`config.mk`:
```
export PLATFORM = sky130hd
export DESIGN_NAME = sector_cache_round_robin
export DESIGN_NICKNAME = d
export VERILOG_FILES = /design/src/hw/rtl/scrr_pkg.sv /design/src/hw/rtl/scrr_cell.sv /design/src/hw/rtl/sector_cache_round_robin.sv
export VERILOG_INCLUDE_DIRS = /design/src /design/src/hw/rtl
export SDC_FILE = /design/constraint.sdc
export NUM_CORES = 1
export LEC_CHECK = 0
export BUFFER_PORTS_ARGS = -buffer_cell sky130_fd_sc_hd__buf_2
export CORE_MARGIN = 2
export CORE_UTILIZATION = 59
export DETAILED_ROUTE_END_ITERATION = 8
export HOLD_SLACK_MARGIN = 0.02
export PLACE_DENSITY = 0.8
export SLEW_MARGIN = 5
export SYNTH_ARGS = -nofsm -noshare
export SYNTH_HDL_FRONTEND = slang
export SYNTH_SLANG_ARGS = --single-unit
export TNS_END_PERCENT = 10
```
`constraint.sdc`:
```
create_clock -name i_clk -period 7.94 [get_ports i_clk]
set_input_delay 1.588 -clock i_clk [delete_from_list [all_inputs] [get_ports i_clk]]
set_output_delay 1.588 -clock i_clk [all_outputs]
set_load 0.01 [all_outputs]
```
`src/hw/rtl/assert_macros.svh`:
```
// Assertion macros for the RTL files of the sector cache.
`ifndef ASSERT_MACROS_SVH
`define ASSERT_MACROS_SVH

// Clocked assertion, disabled while the synchronous reset is held.
`define ASSERT_CLK(label, prop, msg) \
    label: assert property (@(posedge i_clk) disable iff (!i_rst_n) prop) \
        else $error(msg);

// Clocked implication, disabled while the synchronous reset is held.
`define ASSERT_IMPL(label, ante, cons, msg) \
    label: assert property (@(posedge i_clk) disable iff (!i_rst_n) (ante) |-> (cons)) \
        else $error(msg);

`endif

```
`src/hw/rtl/scrr_pkg.sv`:
```
// Types and constants shared by the sector cache tag engine.
`timescale 1ns / 1ps
`default_nettype none

package scrr_pkg;

    localparam int TOTAL_W    = 48;
    localparam int CFG_DATA_W = 48;
    localparam int CFG_IDX_W  = 1;
    localparam int CNT_W      = 32;
    localparam int SLOT_W     = 3;
    localparam int NUM_CNT    = 7;

    localparam int CNT_RDREQ  = 0;
    localparam int CNT_WRREQ  = 1;
    localparam int CNT_HITS   = 2;
    localparam int CNT_MISSES = 3;
    localparam int CNT_ERRORS = 4;
    localparam int CNT_DEVRD  = 5;
    localparam int CNT_DEVWR  = 6;

    typedef enum logic [CFG_IDX_W-1:0] {
        REG_ATTACHED    = 1'b0,
        REG_BLOCK_TOTAL = 1'b1
    } t_cfg_reg;

    typedef enum logic [1:0] {
        ST_OK     = 2'd0,
        ST_NODEV  = 2'd1,
        ST_RANGE  = 2'd2,
        ST_DEVERR = 2'd3
    } t_status;

    typedef enum logic [1:0] {
        S_IDLE,
        S_SEARCH,
        S_FINISH
    } t_state;

    // Update command from the controller to one tag cell.
    typedef struct packed {
        logic clear;
        logic load;
        logic inval;
    } t_cell_cmd;

endpackage

`default_nettype wire

```
`src/hw/rtl/scrr_cell.sv`:
```
// One tag cell of the search chain: holds one entry and passes the probe on.
`timescale 1ns / 1ps
`default_nettype none

module scrr_cell
    import scrr_pkg::*;
#(
    parameter int TAG_W    = 48,
    parameter int IDX_W    = 3,
    parameter int CELL_IDX = 0
) (
    input  wire logic             i_clk,
    input  wire logic             i_rst_n,
    input  wire t_cell_cmd        i_cmd,
    input  wire logic [TAG_W-1:0] i_load_tag,
    input  wire logic [TAG_W-1:0] i_probe_tag,
    input  wire logic             i_probe_hit,
    input  wire logic [IDX_W-1:0] i_probe_idx,
    output logic      [TAG_W-1:0] o_probe_tag,
    output logic                  o_probe_hit,
    output logic      [IDX_W-1:0] o_probe_idx
);

    logic             r_valid;
    logic [TAG_W-1:0] r_tag;
    logic [TAG_W-1:0] r_probe_tag;
    logic             r_probe_hit;
    logic [IDX_W-1:0] r_probe_idx;
    logic             w_match;

    // An earlier cell that already matched keeps its index: first match wins.
    assign w_match = r_valid && (r_tag == i_probe_tag);

    always_ff @(posedge i_clk) begin
        if (!i_rst_n) begin
            r_valid     <= 1'b0;
            r_probe_hit <= 1'b0;
        end else begin
            if (i_cmd.clear) begin
                r_valid <= 1'b0;
            end else if (i_cmd.load) begin
                r_valid <= 1'b1;
            end else if (i_cmd.inval) begin
                r_valid <= 1'b0;
            end
            r_probe_hit <= i_probe_hit | w_match;
        end
    end

    always_ff @(posedge i_clk) begin
        if (i_cmd.load && !i_cmd.clear) begin
            r_tag <= i_load_tag;
        end
        r_probe_tag <= i_probe_tag;
        r_probe_idx <= i_probe_hit ? i_probe_idx : IDX_W'(CELL_IDX);
    end

    assign o_probe_tag = r_probe_tag;
    assign o_probe_hit = r_probe_hit;
    assign o_probe_idx = r_probe_idx;

endmodule

`default_nettype wire

```
`src/hw/rtl/sector_cache_round_robin.sv`:
```
// Top level of the sector cache tag engine: request control, counters and the cell chain.
`timescale 1ns / 1ps
`default_nettype none

// Tag and policy engine of a fully associative, write-through sector cache with
// round-robin replacement and no allocation on write.
// A request item (type, block number, device outcome) is taken at a rising edge
// where start is high and busy is low. The block number is latched and walks
// down a chain of ENTRIES tag cells, one cell per cycle; each cell compares it
// with its own entry, and the first valid match is carried to the end.
// At the end of the walk the policy is applied: the victim cell is filled or
// invalidated, the counters count, and the result item appears on the output
// ports for exactly one cycle with o_done high.
// The result is registered in the finishing state and shown after it. Busy
// stays high until the result is shown, so no new item is taken while one is
// still walking down the cell chain or being decided.
// A new item may be started in the very cycle in which o_done is high.
// The receiver cannot stall: each result must be taken in its strobe cycle.
// The configuration port writes a register at every edge with i_cfg_we high.
// Writing the attach register clears all valid bits, counters and the victim
// pointer in that same cycle. Reset leaves the device detached, every entry
// invalid and all counters at zero; no clearing pass is needed.

`include "assert_macros.svh"

module sector_cache_round_robin
    import scrr_pkg::*;
#(
    parameter int ENTRIES         = 8,
    parameter int BLOCK_ADDR_BITS = 48
) (
    input  wire logic                       i_clk,
    input  wire logic                       i_rst_n,
    input  wire logic                       start,
    output logic                            busy,
    input  wire logic                       i_req_type,
    input  wire logic [BLOCK_ADDR_BITS-1:0] i_block_number,
    input  wire logic                       i_device_ok,
    input  wire logic                       i_cfg_we,
    input  wire logic [CFG_IDX_W-1:0]       i_cfg_index,
    input  wire logic [CFG_DATA_W-1:0]      i_cfg_data,
    output logic                            o_done,
    output logic [1:0]                      o_status,
    output logic                            o_hit,
    output logic [SLOT_W-1:0]               o_slot,
    output logic                            o_fill,
    output logic [CNT_W-1:0]                o_read_requests_total,
    output logic [CNT_W-1:0]                o_write_requests_total,
    output logic [CNT_W-1:0]                o_hits_total,
    output logic [CNT_W-1:0]                o_misses_total,
    output logic [CNT_W-1:0]                o_errors_total,
    output logic [CNT_W-1:0]                o_device_reads_total,
    output logic [CNT_W-1:0]                o_device_writes_total
);

    localparam int IDX_W = (ENTRIES > 1) ? $clog2(ENTRIES) : 1;
    localparam int CMP_W = (BLOCK_ADDR_BITS > TOTAL_W) ? BLOCK_ADDR_BITS : TOTAL_W;

    // Control state.
    t_state                   r_state, n_state;
    logic [IDX_W-1:0]         r_step;
    logic [IDX_W-1:0]         r_victim;
    logic                     r_attached;
    logic [TOTAL_W-1:0]       r_block_total;
    logic [CNT_W-1:0]         r_counters [NUM_CNT];
    logic                     r_done;

    // Latched request.
    logic                       r_is_write;
    logic [BLOCK_ADDR_BITS-1:0] r_block;
    logic                       r_dev_ok;

    // Result registers.
    logic [1:0]        r_status;
    logic              r_hit;
    logic [SLOT_W-1:0] r_slot;
    logic              r_fill;

    // Decision outputs.
    t_status           n_status;
    logic              n_hit;
    logic [IDX_W-1:0]  n_slot_idx;
    logic              n_fill;
    logic [NUM_CNT-1:0] w_inc;
    logic              w_advance;
    logic              w_do_load;
    logic              w_do_inval;
    logic              w_in_range;
    logic              w_accept;
    logic              w_clear;

    // Probe chain between the cells.
    logic [BLOCK_ADDR_BITS-1:0] w_tag [ENTRIES+1];
    logic                       w_hit [ENTRIES+1];
    logic [IDX_W-1:0]           w_idx [ENTRIES+1];

    assign w_accept = start && !busy;
    assign w_clear  = i_cfg_we && (i_cfg_index == REG_ATTACHED);
    assign busy     = (r_state != S_IDLE);

    assign w_tag[0] = r_block;
    assign w_hit[0] = 1'b0;
    assign w_idx[0] = '0;

    genvar k;
    generate
        for (k = 0; k < ENTRIES; k++) begin : g_cell
            t_cell_cmd w_cmd;

            assign w_cmd.clear = w_clear;
            assign w_cmd.load  = w_do_load && (r_victim == IDX_W'(k));
            assign w_cmd.inval = w_do_inval && (r_victim == IDX_W'(k));

            scrr_cell #(
                .TAG_W    (BLOCK_ADDR_BITS),
                .IDX_W    (IDX_W),
                .CELL_IDX (k)
            ) u_cell (
                .i_clk       (i_clk),
                .i_rst_n     (i_rst_n),
                .i_cmd       (w_cmd),
                .i_load_tag  (r_block),
                .i_probe_tag (w_tag[k]),
                .i_probe_hit (w_hit[k]),
                .i_probe_idx (w_idx[k]),
                .o_probe_tag (w_tag[k+1]),
                .o_probe_hit (w_hit[k+1]),
                .o_probe_idx (w_idx[k+1])
            );
        end
    endgenerate

    // Next state: the search runs until the probe has left the last cell, and the
    // policy is applied in the cycle after.
    always_comb begin
        n_state = r_state;
        case (r_state)
            S_IDLE: begin
                if (w_accept) begin
                    n_state = S_SEARCH;
                end
            end
            S_SEARCH: begin
                if (r_step == IDX_W'(ENTRIES - 1)) begin
                    n_state = S_FINISH;
                end
            end
            S_FINISH: begin
                n_state = S_IDLE;
            end
            default: begin
                n_state = S_IDLE;
            end
        endcase
    end

    assign w_in_range = CMP_W'(r_block) < CMP_W'(r_block_total);

    // Policy decision, taken on the chain result while in the finishing state.
    always_comb begin
        n_status   = ST_OK;
        n_hit      = 1'b0;
        n_slot_idx = '0;
        n_fill     = 1'b0;
        w_inc      = '0;
        w_advance  = 1'b0;
        w_do_load  = 1'b0;
        w_do_inval = 1'b0;
        if (r_state == S_FINISH) begin
            if (!r_attached) begin
                n_status = ST_NODEV;
            end else if (!r_is_write) begin
                w_inc[CNT_RDREQ] = 1'b1;
                if (!w_in_range) begin
                    w_inc[CNT_ERRORS] = 1'b1;
                    n_status          = ST_RANGE;
                end else if (w_hit[ENTRIES]) begin
                    w_inc[CNT_HITS] = 1'b1;
                    n_hit           = 1'b1;
                    n_slot_idx      = w_idx[ENTRIES];
                end else begin
                    // Read miss: the victim is taken in turn, whatever the
                    // device outcome.
                    w_advance         = 1'b1;
                    w_inc[CNT_MISSES] = 1'b1;
                    n_slot_idx        = r_victim;
                    if (r_dev_ok) begin
                        w_inc[CNT_DEVRD] = 1'b1;
                        w_do_load        = 1'b1;
                        n_fill           = 1'b1;
                    end else begin
                        w_inc[CNT_ERRORS] = 1'b1;
                        w_do_inval        = 1'b1;
                        n_status          = ST_DEVERR;
                    end
                end
            end else begin
                w_inc[CNT_WRREQ] = 1'b1;
                if (!w_in_range) begin
                    w_inc[CNT_ERRORS] = 1'b1;
                    n_status          = ST_RANGE;
                end else if (!r_dev_ok) begin
                    w_inc[CNT_ERRORS] = 1'b1;
                    n_status          = ST_DEVERR;
                end else begin
                    // Write-through: a matching entry keeps its tag, nothing
                    // is allocated.
                    w_inc[CNT_DEVWR] = 1'b1;
                    if (w_hit[ENTRIES]) begin
                        n_hit      = 1'b1;
                        n_slot_idx = w_idx[ENTRIES];
                    end
                end
            end
        end
    end

    always_ff @(posedge i_clk) begin
        if (!i_rst_n) begin
            r_state       <= S_IDLE;
            r_step        <= '0;
            r_victim      <= '0;
            r_attached    <= 1'b0;
            r_block_total <= '0;
            r_done        <= 1'b0;
            for (int c = 0; c < NUM_CNT; c++) begin
                r_counters[c] <= '0;
            end
        end else begin
            r_state <= n_state;
            r_done  <= (r_state == S_FINISH);
            if (r_state == S_SEARCH) begin
                r_step <= r_step + IDX_W'(1);
            end else begin
                r_step <= '0;
            end
            if (i_cfg_we) begin
                case (i_cfg_index)
                    REG_ATTACHED: begin
                        r_attached <= i_cfg_data[0];
                    end
                    REG_BLOCK_TOTAL: begin
                        r_block_total <= i_cfg_data[TOTAL_W-1:0];
                    end
                    default: begin
                    end
                endcase
            end
            if (w_clear) begin
                r_victim <= '0;
                for (int c = 0; c < NUM_CNT; c++) begin
                    r_counters[c] <= '0;
                end
            end else begin
                if (w_advance) begin
                    r_victim <= (r_victim == IDX_W'(ENTRIES - 1)) ? '0
                                                                   : r_victim + IDX_W'(1);
                end
                for (int c = 0; c < NUM_CNT; c++) begin
                    r_counters[c] <= r_counters[c] + CNT_W'(w_inc[c]);
                end
            end
        end
    end

    // Request and result payload.
    always_ff @(posedge i_clk) begin
        if (w_accept) begin
            r_is_write <= i_req_type;
            r_block    <= i_block_number;
            r_dev_ok   <= i_device_ok;
        end
        if (r_state == S_FINISH) begin
            r_status <= n_status;
            r_hit    <= n_hit;
            r_slot   <= SLOT_W'(n_slot_idx);
            r_fill   <= n_fill;
        end
    end

    assign o_done                 = r_done;
    assign o_status               = r_status;
    assign o_hit                  = r_hit;
    assign o_slot                 = r_slot;
    assign o_fill                 = r_fill;
    assign o_read_requests_total  = r_counters[CNT_RDREQ];
    assign o_write_requests_total = r_counters[CNT_WRREQ];
    assign o_hits_total           = r_counters[CNT_HITS];
    assign o_misses_total         = r_counters[CNT_MISSES];
    assign o_errors_total         = r_counters[CNT_ERRORS];
    assign o_device_reads_total   = r_counters[CNT_DEVRD];
    assign o_device_writes_total  = r_counters[CNT_DEVWR];

    `ASSERT_CLK(a_done_single, o_done |=> !o_done, "result strobe held for more than one cycle")
    `ASSERT_IMPL(a_probe_arrived, r_state == S_FINISH, w_tag[ENTRIES] == r_block, "probe tag not at chain end when deciding")
    `ASSERT_IMPL(a_fill_clean, o_done && o_fill, (o_status == ST_OK) && !o_hit, "fill reported with hit or error")
    `ASSERT_IMPL(a_victim_range, 1'b1, r_victim <= IDX_W'(ENTRIES - 1), "victim pointer out of range")

endmodule

`default_nettype wire
```
* Word level (Yosys, flattened, before mapping)
Memories as Yosys holds them, arrays and structs flattened. Index checks and enable logic that the tools add are counted.
Operators by class: shifts and indexed selects 0, mux-type cells 88, order comparisons 1, multipliers 0, equal/unequal tests 20, reductions and logical operators 52, div/mod/pow operators 0, bitwise gates (word level) 23, $add $sub $neg 9
Operators by type and width (count):
- $mux W32 | 14
- $eq A48 B48 Y1 | 8
- $add A32 B1 Y32 | 7
- $mux W1 | 54
- $lt A48 B48 Y1 | 1
- $logic_and A1 B1 Y1 | 34
- $mux W3 | 8
- $or A1 B1 Y1 | 21
- $mux W2 | 9
- $reduce_bool A2 Y1 | 9
- $eq A3 B3 Y1 const B | 5
- $mux W7 | 2
- $reduce_and A2 Y1 | 4
- $add A3 B1 Y3 const B | 2
- $eq A3 B2 Y1 const B | 2
- $ne A2 B2 Y1 const B | 2
- $pmux W2 S2 | 1
- $eq A3 B1 Y1 const B | 1
- $logic_not A3 Y1 | 1
- $eq A2 B1 Y1 const B | 1
- $eq A2 B2 Y1 const B | 1
- $logic_not A1 Y1 | 2
- $logic_not A2 Y1 | 1
- $not A1 Y1 | 2
- $reduce_or A2 Y1 | 1
Storage, ports and cells: word-level logic and storage cells 245, latch bits 0, output and inout port bits 233, flip-flop bits (word level) 868, ROM bits 0, memory bits (writable) 224, memories kept 1
Memories:
- r_counters | depth 7, width 32, rd ports 7, clocked after Yosys merged registers in 0, wr ports 7, line sector_cache_round_robin.sv:65 | logic [CNT_W-1:0] r_counters [NUM_CNT];

* Longest topological paths before layout
word-level depth 9, mapped depth 19, depth with buffers taken out 18

* Hierarchy
Synthesis repeated with hierarchy kept, for this count alone.
Unflattened totals: cells, all modules 3100, area total of the unflattened synthesis 41622.4 sq um
Modules (own cells, without submodules):
- scrr_cell (g_cell[1].u_cell ...) | seq. area each 2502.4 sq um, instances 7, area each 3110.5 sq um, cells an instance 184
- sector_cache_round_robin | seq. area each 9278.9 sq um, instances 1, area each 16743.6 sq um, cells an instance 1628
- scrr_cell (g_cell[0].u_cell) | seq. area each 2502.4 sq um, instances 1, area each 3105.5 sq um, cells an instance 184

* Least setup slack after synthesis
OpenSTA, ideal clock, no wires.
path type input to register, start in i_cfg_index, end reg g_cell[0].u_cell.r_tag[0] (enable), library setup time 0.572 ns, stages 4, setup slack 0.740 ns, arrival 6.627 ns, buffers on the path 1, required time 7.368 ns, path through nand2b_1 clkbuf_1 nand2_1 nor4_1
On the way: cells in the longest elaborated chain, start to end 4
RTL lines:
- start, declared | line sector_cache_round_robin.sv:40 | input wire logic [CFG_IDX_W-1:0] i_cfg_index,
- $not A1 Y1 (no line)
- $logic_and A1 B1 Y1 | line sector_cache_round_robin.sv:98 | assign w_clear = i_cfg_we && (i_cfg_index == REG_ATTACHED);
- $logic_not A1 Y1 | line scrr_cell.sv:51 | if (i_cmd.load && !i_cmd.clear) begin
- $logic_and A1 B1 Y1 | line scrr_cell.sv:51
- end signal, assigned | line scrr_cell.sv:52 | r_tag <= i_load_tag;
- end, declared | line scrr_cell.sv:25 | logic [TAG_W-1:0] r_tag;
Every way passes these cells. A chain may end at the register's enable or synchronous reset.

==> results.cfg <==
[logic_synthesis]
synth_top_area_cell = edfxtp_1
synth_common_cells = 633 x edfxtp_1, 459 x dfxtp_1, 299 x xor2_1, 227 x nor2_1, 213 x xnor2_1
synth_area_um2 = 40100
synth-seq-cells = 1092
synth_edf_count = 633
yosysSeqAreaShare_pct = 70.3
synth_async_sr_flop_share_pct = 0
postSynthAreaPerCell_um2 = 13.5
synth_top_area_share_pct = 47.4
synth_cell_types = 64
synthFlopType = edfxtp_1
synth_most_common_cell = edfxtp_1
synthCells = 2962
yosys_warnings = 0
synthTopCellsByArea = edfxtp_1 47%, dfxtp_1 23%, xor2_1 6.5%

[critical_path]
start_kind = flip-flop
setup.worst_path.end_class = flip-flop
critPathArrivalTime_ps = 6180
crit_type = reg -> reg
cp_max_fo = 12
cp_data_required_time_ps = 8330
r2r.worst_path.cells = 17

[drt]
wl_per_cell_um = 23.9
dr.pass1.iters = 5
ant_nets = 0
postRouteWirelength_um = 108000
viasPerCell = 5.60
drt-initial-drc-count = 2944
remaining_drc_errors = 0
vias = 25347

[flow_run]
maxCapViolations = 0

[finish]
drive_gt1_share_pct = 15.0
fin_util_pct = 69.8
finish.instance_area_um2 = 47000
area_growth_pct = 17.2
finalNonFillerCells = 4525
fin_nets = 3735

[clocking]
clock_sinks = 1092
cts-resized-gates = 0
cts.path.max_buffers = 3
cts_root_buf = clkbuf_16
numCtsBuffers = 103
clk_latency_ps = 680
postCtsSetupBuffers = 0
hold_buffers = 0
clk_pin_slew_ps = 60
cts_tree = built
htreeDepth = 3

[timing]
fin_crit_sh_pct = 72.9
finalHoldViolCount = 0
finalSetupViolCount = 0
tightest_slew_ps = 1320
fin_ws_ps = 2150
tns_ps = 0
fin_skew_ps = 36.3
max_freq_mhz = 173
period_needed_ps = 5790
slew_headroom_pct = 12.1
finalMaxSlewViolations = 0
rsz0062_at_grt = false

[worst_hold_path]
hold_path_class = reg -> reg
min_path_cells = 0

[status]
status = finished clean

[floorplanning]
rows = 95
core_um2 = 67300
die_w_um = 265
ioPinCount = 336
die_y_um = 265
start_util_pct = 59.6
die_area_um2 = 70100

[grt]
antenna_found_initial = 3
overflow = 0
grt_start_max_net_pins = 138
grt_pass1_wl_um = 157000
grt_pass1_vias = 24628
track_usage_pct = 30.8

[placement]
post-place-cells = 4331
post-place-ws_ps = 2340
place_hpwl_um = 77200
place_congestion = 0.949
port_buffers = 335
post_dp_cell_area_um2 = 43600

[pwr]
powerDensity_nw_per_um2 = 250
p_leak_nw = 17.7
vdd_drop_max_mv = 0.206
per-stage QoR:
stage,hold WS (ps),total power [mW]
floorplan,331,6.69
global placement,336,6.96
detailed placement,338,6.98
CTS,351,11.8
global route,355,12.0
finish,352,11.7
final timing paths:
check | startpoint | slack (ps) | to
min reg2reg | g_cell[1].u_cell.o_probe_tag[3] | 350 | g_cell[2].u_cell.o_probe_tag[3]
max | r_block[23] | 2150 | r_counters[5][30]
max reg2reg | r_block[23] | 2150 | r_counters[5][30]
min | g_cell[1].u_cell.o_probe_tag[3] | 350 | g_cell[2].u_cell.o_probe_tag[3]
registers in the layout, indices dropped and copies added, names as in the netlist, 3 cells and up:
signal,cells
r_block,48
o_slot,3
g_cell.u_cell.o_probe_idx,17
g_cell.u_cell.r_tag,384
g_cell.u_cell.o_probe_hit,8
r_counters,224
r_victim,3
r_step,3
g_cell.u_cell.o_probe_tag,336
r_block_total,48
g_cell.u_cell.r_valid,8
metal layers:
| metal | track usage (%) | vias to the layer above | part of all wire, % |
|---|---|---|---|
| li1 | - | 11495 | - |
| met1 | 38.0 | 12295 | 37 |
| met2 | 50.6 | 1253 | 48 |
| met3 | 6.32 | 302 | 8.9 |
| met4 | 18.1 | 2 | 6.8 |
| met5 | 0 | - | 0.010 |
worst max-delay path: stages, from the launching register on:
cell	delay [ps]
edfxtp_1	710
ha_1	370
a21oi_1	130
o21ai_0	230
a221oi_1	380
o211ai_1	340
nor4_2	820
nand2_2	360
nor2_1	230
ha_1	220
ha_1	200
nand3_1	190
nor3_2	320
nand2_1	200
nor4_1	410
nand4_1	160
xor2_1	160
nor2_1	50
power breakdown:
group          internal, mW  switching (mW)
Combinational         0.184           0.329
Clock                  2.74            2.13
Sequential             6.17           0.192
Total                  9.09            2.65
layout make-up:
cell class,count,area (µm²)
diodes,2,5.00
multi-input cells,1875,12000
clock inverters,56,536
well taps,873,1090
inverters,136,510
flip-flops and latches,1092,28200
repair buffers,355,1840
clock buffers,136,2840
fillers,4516,20300
cell families after synthesis:
group	share of synthesized area (%)
multiplexers	0.225
other	0.00935
flip-flops	70.3
AND/OR/NAND/NOR	11.0
XOR/XNOR	11.2
AO/OA/AOI/OAI	3.31
buffers and inverters	1.82
adder cells (fa/ha/maj)	2.15
placed cells by master, fill, tap and decap left out, drive strengths merged, types with 7 or more instances in the layout:
cell,count
nand2,214
nand3,75
and4,15
clkinv,42
a221oi,7
edfxtp,633
a21oi,102
o2bb2ai,15
and2,17
nor2b,7
nor3,30
nand4,113
o22ai,16
dfxtp,459
nor2,227
buf,355
clkbuf,136
o21ai,40
conb,192
or3,27
nor4,76
xor2,299
nand2b,13
inv,140
xnor2,213
mux2i,9
and3,49
ha,69
(Power assumes the default switching activity.)
